### src/sv/line_follow_differential_drive_pid_unit_assert.svh
// Assertion macros used by lfdd_ctrl. The using module provides clk and rst.
`ifndef LINE_FOLLOW_DIFFERENTIAL_DRIVE_PID_UNIT_ASSERT_SVH
`define LINE_FOLLOW_DIFFERENTIAL_DRIVE_PID_UNIT_ASSERT_SVH

// Same-cycle implication.
`define LFDD_ASSERT_NOW(label, ante, cons, msg) \
  label: assert property (@(posedge clk) disable iff (rst) (ante) |-> (cons)) \
    else $error(msg);

// Next-cycle implication.
`define LFDD_ASSERT_NEXT(label, ante, cons, msg) \
  label: assert property (@(posedge clk) disable iff (rst) (ante) |=> (cons)) \
    else $error(msg);

`endif

### src/sv/lfdd_pkg.sv
package lfdd_pkg;

  localparam int DEV_W      = 11;
  localparam int CNT_W      = 16;
  localparam int TS_W       = 12;
  localparam int TC_W       = 12;
  localparam int GAIN_W     = 23;
  localparam int LIMIT_W    = 15;
  localparam int SCALE_W    = 16;
  localparam int SCALE_FRAC = 16;
  localparam int CFG_W      = 23;
  localparam int IDX_W      = 3;
  localparam int ERR_W      = 17;
  localparam int INT_W      = 32;
  localparam int MA_W       = GAIN_W + 1;
  localparam int MB_W       = INT_W + 1;
  localparam int P_W        = MA_W + MB_W;
  localparam int ACC_W      = P_W + 1;

  localparam logic [GAIN_W-1:0]  STEER_KP_RESET = 23'd184320;
  localparam logic [LIMIT_W-1:0] LIMIT_RESET    = 15'd7000;
  localparam logic [SCALE_W-1:0] SCALE_RESET    = 16'd2326;

  typedef enum logic [IDX_W-1:0] {
    CFG_STEER_KP = 3'd0,
    CFG_STEER_KI = 3'd1,
    CFG_STEER_KD = 3'd2,
    CFG_WHEEL_KP = 3'd3,
    CFG_WHEEL_KI = 3'd4,
    CFG_WHEEL_KD = 3'd5,
    CFG_LIMIT    = 3'd6,
    CFG_SCALE    = 3'd7
  } cfg_idx_t;

  typedef enum logic [3:0] {
    MUL_TS    = 4'd0,
    MUL_SKP   = 4'd1,
    MUL_SKI   = 4'd2,
    MUL_SKD   = 4'd3,
    MUL_WKI_L = 4'd4,
    MUL_WKI_R = 4'd5,
    MUL_WKP_L = 4'd6,
    MUL_WKP_R = 4'd7,
    MUL_WKD_L = 4'd8,
    MUL_WKD_R = 4'd9
  } mul_sel_t;

  typedef struct packed {
    logic     load;
    logic     sint;
    logic     tcnt;
    logic     err;
    logic     wint;
    logic     sacc_clr;
    logic     sacc_add;
    logic     sfin;
    logic     lclamp;
    logic     rclamp;
    logic     lacc;
    logic     racc;
    logic     prev;
    logic     div_start;
    logic     setback;
    logic     out_load;
    mul_sel_t mul_sel;
  } dp_cmd_t;

  typedef struct packed {
    logic clamp_any;
    logic div_done;
  } dp_stat_t;

endpackage

### src/sv/lfdd_ctrl.sv
`include "line_follow_differential_drive_pid_unit_assert.svh"

module lfdd_ctrl (
  input  logic               clk,
  input  logic               rst,
  input  logic               in_valid,
  output logic               in_ready,
  output logic               out_valid,
  input  logic               out_ready,
  output lfdd_pkg::dp_cmd_t  cmd,
  input  lfdd_pkg::dp_stat_t stat
);
  import lfdd_pkg::*;

  typedef enum logic [14:0] {
    S_IDLE = 15'b000000000000001,
    S_TC   = 15'b000000000000010,
    S_SKP  = 15'b000000000000100,
    S_SKI  = 15'b000000000001000,
    S_SKD  = 15'b000000000010000,
    S_SFIN = 15'b000000000100000,
    S_LKI  = 15'b000000001000000,
    S_RKI  = 15'b000000010000000,
    S_LKP  = 15'b000000100000000,
    S_RKP  = 15'b000001000000000,
    S_LKD  = 15'b000010000000000,
    S_RKD  = 15'b000100000000000,
    S_DIVS = 15'b001000000000000,
    S_DIVW = 15'b010000000000000,
    S_OUT  = 15'b100000000000000
  } state_t;

  state_t state, state_next;

  assign in_ready = (state == S_IDLE);

  always_comb begin
    state_next  = state;
    cmd         = '0;
    cmd.mul_sel = MUL_TS;
    case (state)
      S_IDLE: begin
        if (in_valid) begin
          cmd.load   = 1'b1;
          state_next = S_TC;
        end
      end
      S_TC: begin
        cmd.sint    = 1'b1;
        cmd.mul_sel = MUL_TS;
        state_next  = S_SKP;
      end
      S_SKP: begin
        cmd.tcnt    = 1'b1;
        cmd.mul_sel = MUL_SKP;
        state_next  = S_SKI;
      end
      S_SKI: begin
        cmd.sacc_clr = 1'b1;
        cmd.err      = 1'b1;
        cmd.mul_sel  = MUL_SKI;
        state_next   = S_SKD;
      end
      S_SKD: begin
        cmd.sacc_add = 1'b1;
        cmd.wint     = 1'b1;
        cmd.mul_sel  = MUL_SKD;
        state_next   = S_SFIN;
      end
      S_SFIN: begin
        cmd.sfin    = 1'b1;
        cmd.mul_sel = MUL_WKI_L;
        state_next  = S_LKI;
      end
      S_LKI: begin
        cmd.lclamp  = 1'b1;
        cmd.mul_sel = MUL_WKI_R;
        state_next  = S_RKI;
      end
      S_RKI: begin
        cmd.rclamp  = 1'b1;
        cmd.mul_sel = MUL_WKP_L;
        state_next  = S_LKP;
      end
      S_LKP: begin
        cmd.lacc    = 1'b1;
        cmd.mul_sel = MUL_WKP_R;
        state_next  = S_RKP;
      end
      S_RKP: begin
        cmd.racc    = 1'b1;
        cmd.mul_sel = MUL_WKD_L;
        state_next  = S_LKD;
      end
      S_LKD: begin
        cmd.lacc    = 1'b1;
        cmd.mul_sel = MUL_WKD_R;
        state_next  = S_RKD;
      end
      S_RKD: begin
        cmd.racc   = 1'b1;
        cmd.prev   = 1'b1;
        state_next = stat.clamp_any ? S_DIVS : S_OUT;
      end
      S_DIVS: begin
        cmd.div_start = 1'b1;
        state_next    = S_DIVW;
      end
      S_DIVW: begin
        if (stat.div_done) begin
          cmd.setback = 1'b1;
          state_next  = S_OUT;
        end
      end
      S_OUT: begin
        if (!out_valid || out_ready) begin
          cmd.out_load = 1'b1;
          state_next   = S_IDLE;
        end
      end
      default: state_next = S_IDLE;
    endcase
  end

  always_ff @(posedge clk) begin
    if (rst) begin
      state     <= S_IDLE;
      out_valid <= 1'b0;
    end else begin
      state <= state_next;
      if (cmd.out_load) begin
        out_valid <= 1'b1;
      end else if (out_ready) begin
        out_valid <= 1'b0;
      end
    end
  end

  `LFDD_ASSERT_NOW(a_out_load_free, cmd.out_load, !out_valid || out_ready, "result overwritten")
  `LFDD_ASSERT_NOW(a_div_needs_clamp, cmd.div_start, stat.clamp_any, "divide without clamp")
  `LFDD_ASSERT_NEXT(a_accept_starts, in_valid && in_ready, state == S_TC, "accept did not start")
  `LFDD_ASSERT_NEXT(a_out_drop, out_valid && out_ready && !cmd.out_load, !out_valid, "beat repeated")

endmodule

### config.mk
export PLATFORM = sky130hd
export DESIGN_NAME = lfdd_ctrl
export DESIGN_NICKNAME = d
export VERILOG_FILES = /design/src/sv/lfdd_pkg.sv /design/src/sv/lfdd_ctrl.sv
export VERILOG_INCLUDE_DIRS = /design/src /design/src/sv
export SDC_FILE = /design/constraint.sdc
export NUM_CORES = 1
export LEC_CHECK = 0
export BUFFER_PORTS_ARGS = -buffer_cell sky130_fd_sc_hd__buf_4
export CAP_MARGIN = 10
export CORE_MARGIN = 1.5
export CORE_UTILIZATION = 27
export DETAILED_ROUTE_END_ITERATION = 10
export PLACE_DENSITY = 0.57
export SYNTH_ARGS = -nofsm -noshare
export SYNTH_HDL_FRONTEND = slang
export SYNTH_SLANG_ARGS = --single-unit
### constraint.sdc
create_clock -name clk -period 2.13 [get_ports clk]
set_input_delay 0 -clock clk [delete_from_list [all_inputs] [get_ports clk]]
set_output_delay 0 -clock clk [all_outputs]
set_load 0.05 [all_outputs]
Word level (Yosys, flattened, before mapping) --
Cells that the tools add are included.
Cells by class: equality and inequality tests 18, muxes and demuxes 25, reductions and logical operators 6
Operator list (count):
- one-hot mux 15 bit (15 select lines) | 1
- two-way mux 15 bit | 4
- one-hot mux 4 bit (9 select lines) | 1
- two-way mux 1 bit | 19
- equality test 15 x 1 -> 1 bit (second input constant) | 1
- equality test 15 x 10 -> 1 bit (second input constant) | 1
- equality test 15 x 11 -> 1 bit (second input constant) | 1
- equality test 15 x 12 -> 1 bit (second input constant) | 1
- equality test 15 x 13 -> 1 bit (second input constant) | 1
- equality test 15 x 14 -> 1 bit (second input constant) | 1
- equality test 15 bit (second input constant) | 1
- equality test 15 x 2 -> 1 bit (second input constant) | 1
- equality test 15 x 3 -> 1 bit (second input constant) | 1
- equality test 15 x 4 -> 1 bit (second input constant) | 1
- equality test 15 x 5 -> 1 bit (second input constant) | 1
- equality test 15 x 6 -> 1 bit (second input constant) | 1
- equality test 15 x 7 -> 1 bit (second input constant) | 1
- equality test 15 x 8 -> 1 bit (second input constant) | 1
- equality test 15 x 9 -> 1 bit (second input constant) | 1
- != test 2 bit (second input constant) | 3
- OR reduction 2 bit | 2
- AND reduction 3 bit | 1
- nonzero test 2 bit | 1
- zero test 1 bit | 1
- logical OR 1 bit | 1
Word-level totals: register bits after elaboration 16, bits of input ports 6, output and inout port bits 22, logic and storage cells 51

Longest topological paths before layout --
Gate-level depths: netlist (run 1).
word-level depth 5, mapped depth 7, depth with buffers taken out 6

Worst setup path before layout (run 1) --
No wires, ideal clock.
path kind flip-flop to flip-flop, from register state[13], to register state[0], data arrival time 2.674 ns, slack -0.678 ns, stages on the path, launching flop included 7, path buffers 1, period minus slack after synthesis 2.808 ns, cells stage by stage dfxtp_1 > buf_2 > or3_4 > or4_1 > nor3_1 > or3_1 > o31ai_1
On the way: word-level cells in the longest chain between the ends 3
RTL lines:
- start: declaration | line lfdd_ctrl.sv:33 | state_t state, state_next;
- start signal: assignment | line lfdd_ctrl.sv:130 | state <= state_next;
- equality test 15 bit, or another cell as far along | line lfdd_ctrl.sv:41 | case (state)
- != test 2 bit (no line)
- AND reduction 3 bit (no line)
Parallel ways exist; a longest one is shown, timed or not. A chain may end at the register's enable or synchronous reset.

==> impl_metrics.toml, run 1 <==
[outcome]
outcome = "complete, but fails checks"
violations = "setup timing"

[cells_and_area]
fillers = 416
final_util = 0.411
drive_gt1_frac = 0.518
diodes = 0
area_growth_pct = 44.1
nNetsFinal = 177

[drt]
wl_met1_mm = 1.33
wl_met3_microns = 159
highest_layer = "met4"
avgViaCountPerCell = 5.10
route.vias.total = 1122
avgRoutedWirePerCell_microns = 14.4
drcViolationCount = 0
drt_iter0_markers = 22
drtAntennaViolNets = 0
routed_wl_mm = 3.16
firstDrtPassIters = 4
met2_length_mm = 1.63

[critical_path]
critPathMaxStageDelay_ps = 410
end_kind = "primary output"
critical_path_class = "flip-flop to primary output"
crit_chain = "nor4_4, nand3_2, or3_4, or3b_4, nand4_1, buf_6"
critPathLaunchType = "flip-flop"
cp.arrival_ps = 2160
cp_max_fo = 4
slowest_stage = "or3b_4"
required_ps = 2130

[global_route]
grt_pass1_wl_mm = 5.06
overflow = 0
grt_start_max_net_pins = 12
grt_pass1_vias = 1067
antenna_found_initial = 0
track_usage = 0.146

[floorplanning]
die_h_microns = 68.7
die_w_microns = 68.7
rows = 23
top_level_ports = 28
dieArea_sq_um = 4720
start_util = 0.285
core_sq_um = 4090

[sta]
layout_setup_ws_ps = -25.4
rsz0062_at_grt = "true"
skew_ps = 2.09
hold_viol = 0
setup_viol = 1
clock.fmax_ghz = 0.464
tns_ps = -25.4
worst_pin_slew_ps = 421
post-route-period-util = 1.01
max_slew_margin = 0.717
final_max_slew_viol_count = 0
fin_crit_ps = 2160

[yosys]
synth_most_common_cell = "dfxtp_1"
ys_async_sr_fraction = 0
syn_area_per_cell_sq_um = 8.82
syn_nets = 138
synth_area_leaders = "dfxtp_1, nor2_1, nor4b_4"
yosysWarnings = 0
synth_commonest_cells = "dfxtp_1, nor2_1, nor2b_1"
syn_inst = 132
synth_top_area_cell = "dfxtp_1"
synthFlopType = "dfxtp_1"
ys_types = 49
synth_edf_count = 0
synth_seq_area_share = 0.275
syn-cell-area_sq_um = 1160
ys_seq_elements = 16
netlist.area_leader.share = 0.275

[placed_design]
dp_slack_ps = 136
place_congestion = 0.856
hpwlAfterDp_mm = 2.27
port_buffers = 27

[cts]
cts_buffers = 3
cts-htree-levels = 1
clockBufferDepth = 2
cts_root_buffer = "clkbuf_8"
clk-insertion-delay-late_ps = 250
cts_tree = "built"
cts_sinks = 16
path_clk_slew_ps = 70

[flow_run]
cap_violations = 0

[power_and_ir_drop]
sw_frac_of_total = 0.409
p_leak_nw = 0.705
powerDensity_nw_per_um2 = 808
p_int_mw = 0.802
p_comb_frac = 0.531
p_clk_frac = 0.201
ir_drop_v = 0.000348
switchingPower_mw = 0.554
seqPwrFrac = 0.268

[worst_hold_path]
hold_path_class = "input pin to flip-flop"
[power groups by stage]
stage | registers (mW) | clock network (mW) | logic, mW
floorplan | 0.355 | 0 | 0.482
global route | 0.366 | 0.293 | 0.768
global placement | 0.357 | 0 | 0.637
detailed placement | 0.359 | 0 | 0.639
CTS | 0.359 | 0.276 | 0.687
finish | 0.363 | 0.272 | 0.721
[timing repair]
item | CTS | global route
endpoints found under the setup margin | 7 | 13
pin swaps | 7 | 8
hold buffers | 0 | 0
gates resized for setup | 9 | 23
buffers inserted | 3 | 6
[layout make-up]
class                   instances  area (sq um)  share of cell area
clock buffers                   4          55.1              0.0328
flip-flops and latches         16           332               0.197
multi-input cells              99           813               0.484
inverters                       6          26.3              0.0156
repair buffers                 45           390               0.232
well taps                      50          62.6              0.0373
[cell usage in the layout (no fill, tap or decap), drive strengths merged]
cell type  synthesis  routed
a21o               1       1
a21oi              3       3
a31oi              1       1
a32oi              1       1
and2               4       4
and3               2       2
and3b              1       1
and4               1       1
buf                8      45
clkbuf             3       4
clkinvlp           0       1
dfxtp             16      16
inv                6       5
nand2              3       3
nand2b             2       2
nand3              4       4
nand4              4       4
nand4b             2       2
nor2              16      16
nor2b              7       7
nor3               7       7
nor3b              3       3
nor4               5       5
nor4b              5       5
o2111a             2       2
o211ai             1       1
o21ai              4       4
o22ai              1       1
o31ai              2       2
or3                4       4
or3b               2       2
or4                4       4
xnor2              5       5
xor2               2       2
[critical path, delay by kind of cell, from the launching register on]
| kind | cells | cell delay, ps |
|---|---|---|
| DFF | 1 | 340 |
| and+or+nand+nor | 5 | 1390 |
| buffers and inverters | 1 | 170 |
[path summary, 6_finish.rpt]
kind / start / endpoint / slack (ps) / cells past startpoint
worst min-delay path: stat[1] / state[12] / 5 / 2
worst max-delay path: state[10] / cmd[1] / -30 / 6
worst max register to register: state[4] / state[11] / 90 / 7
worst min register to register: state[8] / state[9] / 550 / 2
[sequential cells by signal, indices dropped and copies added (netlist names)]
name	flops
state	15
out_valid	1
[stage by stage]
step / instance area [sq um] / power (mW) / hold slack, ps / cells
floorplan: 1200 / 0.837 / 140 / 132
finish: 1680 / 1.36 / 4.87 / 220
detailed placement: 1450 / 0.997 / 269 / 207
CTS: 1570 / 1.32 / 9.42 / 214
global placement: 1450 / 0.994 / 277 / 207
global route: 1680 / 1.43 / 10.1 / 220
[cell families after synthesis]
kind of cell | Yosys count | synth area share
AND/OR/NAND/NOR | 76 | 0.487
buffers and inverters | 17 | 0.0848
AO/OA/AOI/OAI | 16 | 0.101
flip-flops | 16 | 0.275
XOR/XNOR | 7 | 0.0526
[routing by layer]
metal | vias to the layer above | global-route usage
met5 | - | 0
met4 | 0 | 0.0600
li1 | 549 | -
met3 | 5 | 0.0211
met1 | 533 | 0.184
met2 | 35 | 0.249
No activity file was read; power rests on OpenSTA's default activity.
==> inputs of run 2 (changes only) <==
CORE_ASPECT_RATIO = 0.7   (was default)
PLACE_DENSITY = default   (was 0.57)
==> run 2 against run 1 <==
Effect of this change:
- the flow still finishes with violations (setup timing)
- clock skew decreased by 0.60 ps
- die area increased by 0.13%
- highest routed layer unchanged
- fmax decreased by 0.35%
- routed wire length increased by 12%
- combinational power increased by 8.0%
- critical path depth unchanged
- first-iteration DRC count increased to 3.0 times the previous value
- via count increased by 2.5%
- utilization increased by 1.5 points
- clock-buffer cell count unchanged
- worst hold slack improved by 9.1 ps
- sequential power increased by 2%
==> impl_metrics.toml, run 2 (synthesis gave the netlist of run 1 again) <==
[critical_path]
crit_top_cell = "buf_6"
cp_max_fo = 4
slowest_stage = "or4_4"
critPathLaunchType = "flip-flop"
r2r-start = "state[2]"
critical_path_class = "flip-flop to primary output"
crit_chain = "buf_6, or4_4, nor4_4, nand3_2, nand4_1, buf_6"
ff2ff_path_depth = 6
cp.arrival_ps = 2160
worstReg2RegEnd = "state[10]"
required_ps = 2130
crit_path_start = "state[2]"
ff2ff_setup_slack_ps = 150
end_kind = "primary output"
critPathMaxStageDelay_ps = 610

[placed_design]
dp_slack_ps = 111
place_congestion = 0.938
place_area_sq_um = 1480
port_buffers = 27
hpwlAfterDp_mm = 2.56
dp_cells = 212

[drt]
drcViolationCount = 0
avgRoutedWirePerCell_microns = 15.8
avgViaCountPerCell = 5.13
drt_iter0_markers = 67
route.vias.total = 1150
firstDrtPassIters = 4
routed_wl_mm = 3.54
drtAntennaViolNets = 0

[cells_and_area]
fin_area_sq_um = 1710
area_growth_pct = 47.0
fillers = 387
finalNonFillerCells = 224
largest_reg_flops = 15
largest-register = "state"
drive_gt1_frac = 0.523
register_area_sq_um = 337
multiInputGateArea_sq_um = 830
layout_commonest_cell = "buf_4"
layout_common_cells = "buf_4, nor2_1, buf_6"
nNetsFinal = 179
final_util = 0.426
diodes = 0
largestRegisters = "state: 15 flops, out_valid: 1 flops"

[power_and_ir_drop]
p_comb_frac = 0.546
p_int_mw = 0.842
ir_drop_v = 0.000599
sw_frac_of_total = 0.410
powerDensity_nw_per_um2 = 833
power_mw = 1.43
seqPwrFrac = 0.259
p_clk_frac = 0.194
switchingPower_mw = 0.585
p_leak_nw = 0.716

[global_route]
grtUsageMet3 = 0.0567
antenna_found_initial = 0
overflow = 0
grtUsageMet1 = 0.223
grt_pass1_vias = 1072
use_met2 = 0.214
track_usage = 0.155
grt_pass1_wl_mm = 5.44
grt_start_max_net_pins = 12
grt-busiest-layer = "met1"

[flow_run]
cap_violations = 0

[sta]
layout_setup_ws_ps = -32.8
fin_crit_ps = 2160
setup_viol = 2
max_slew_margin = 0.696
tns_ps = -40.9
rsz0062_at_grt = "true"
final_max_slew_viol_count = 0
hold_viol = 0
post-route-period-util = 1.02
holdWs_ps = 14.0
skew_ps = 1.50
clock.fmax_ghz = 0.462
worst_pin_slew_ps = 455

[worst_hold_path]
min_to = "state[6]"
hold_path_class = "input pin to flip-flop"
holdPathStages = 2
min_from = "rst"

[cts]
cts_tree = "built"
clockBufferDepth = 2
cts_root_buffer = "clkbuf_8"
cts-htree-levels = 1
cts_sinks = 16
clk-insertion-delay-late_ps = 250
path_clk_slew_ps = 70
cts_buffers = 3

[floorplanning]
start_util = 0.290
core_sq_um = 4020
die_w_microns = 81.5
dieArea_sq_um = 4720
die_h_microns = 58.0
rows = 19
top_level_ports = 28

[outcome]
violations = "setup timing"
outcome = "complete, but fails checks"
## run 2: area by class of cell
| cell class | instances | area share |
|---|---|---|
| well taps | 52 | 0.0380 |
| repair buffers | 47 | 0.234 |
| multi-input cells | 99 | 0.484 |
| flip-flops and latches | 16 | 0.196 |
| clock buffers | 4 | 0.0321 |
| inverters | 6 | 0.0153 |
## run 2: worst max-delay path: cells and delay by family, from the launching register on
family	cells	cell delay [ps]
buffers and inverters	2	300
AND/OR/NAND/NOR	4	1250
flip-flops	1	360
## run 2: power by group through the flow
stage               sequential [mW]  clock [mW]  combinational [mW]
global route                  0.373       0.300               0.836
finish                        0.370       0.278               0.779
CTS                           0.363       0.287               0.736
detailed placement            0.362           0               0.680
floorplan                     0.355           0               0.482
global placement              0.362           0               0.675
## run 2: how the worst max path moves through the flow
| stage | end | slack (ps) | cells after the start |
|---|---|---|---|
| 2_1_floorplan | state[2] | -120 | 7 |
| 3_3_place_gp | cmd[1] | 150 | 6 |
| 3_5_place_dp | cmd[1] | 110 | 6 |
| 4_1_cts | cmd[6] | 0.9 | 5 |
| 5_1_grt | cmd[1] | -110 | 6 |
| 6_report | cmd[1] | -30 | 6 |
## run 2: layer usage
metal	routed length, microns	vias to the layer above
met4	17	0
met3	270	2
met1	1670	543
met2	1580	47
li1	-	558
met5	0	-
## run 2: timing repair
action,in CTS,in global routing
resized for setup,12,22
cloned,0,0
pin swaps,6,7
hold buffers,1,0
setup endpoints to repair,6,10
buffers inserted,3,4
endpoints found under the hold margin,1,0
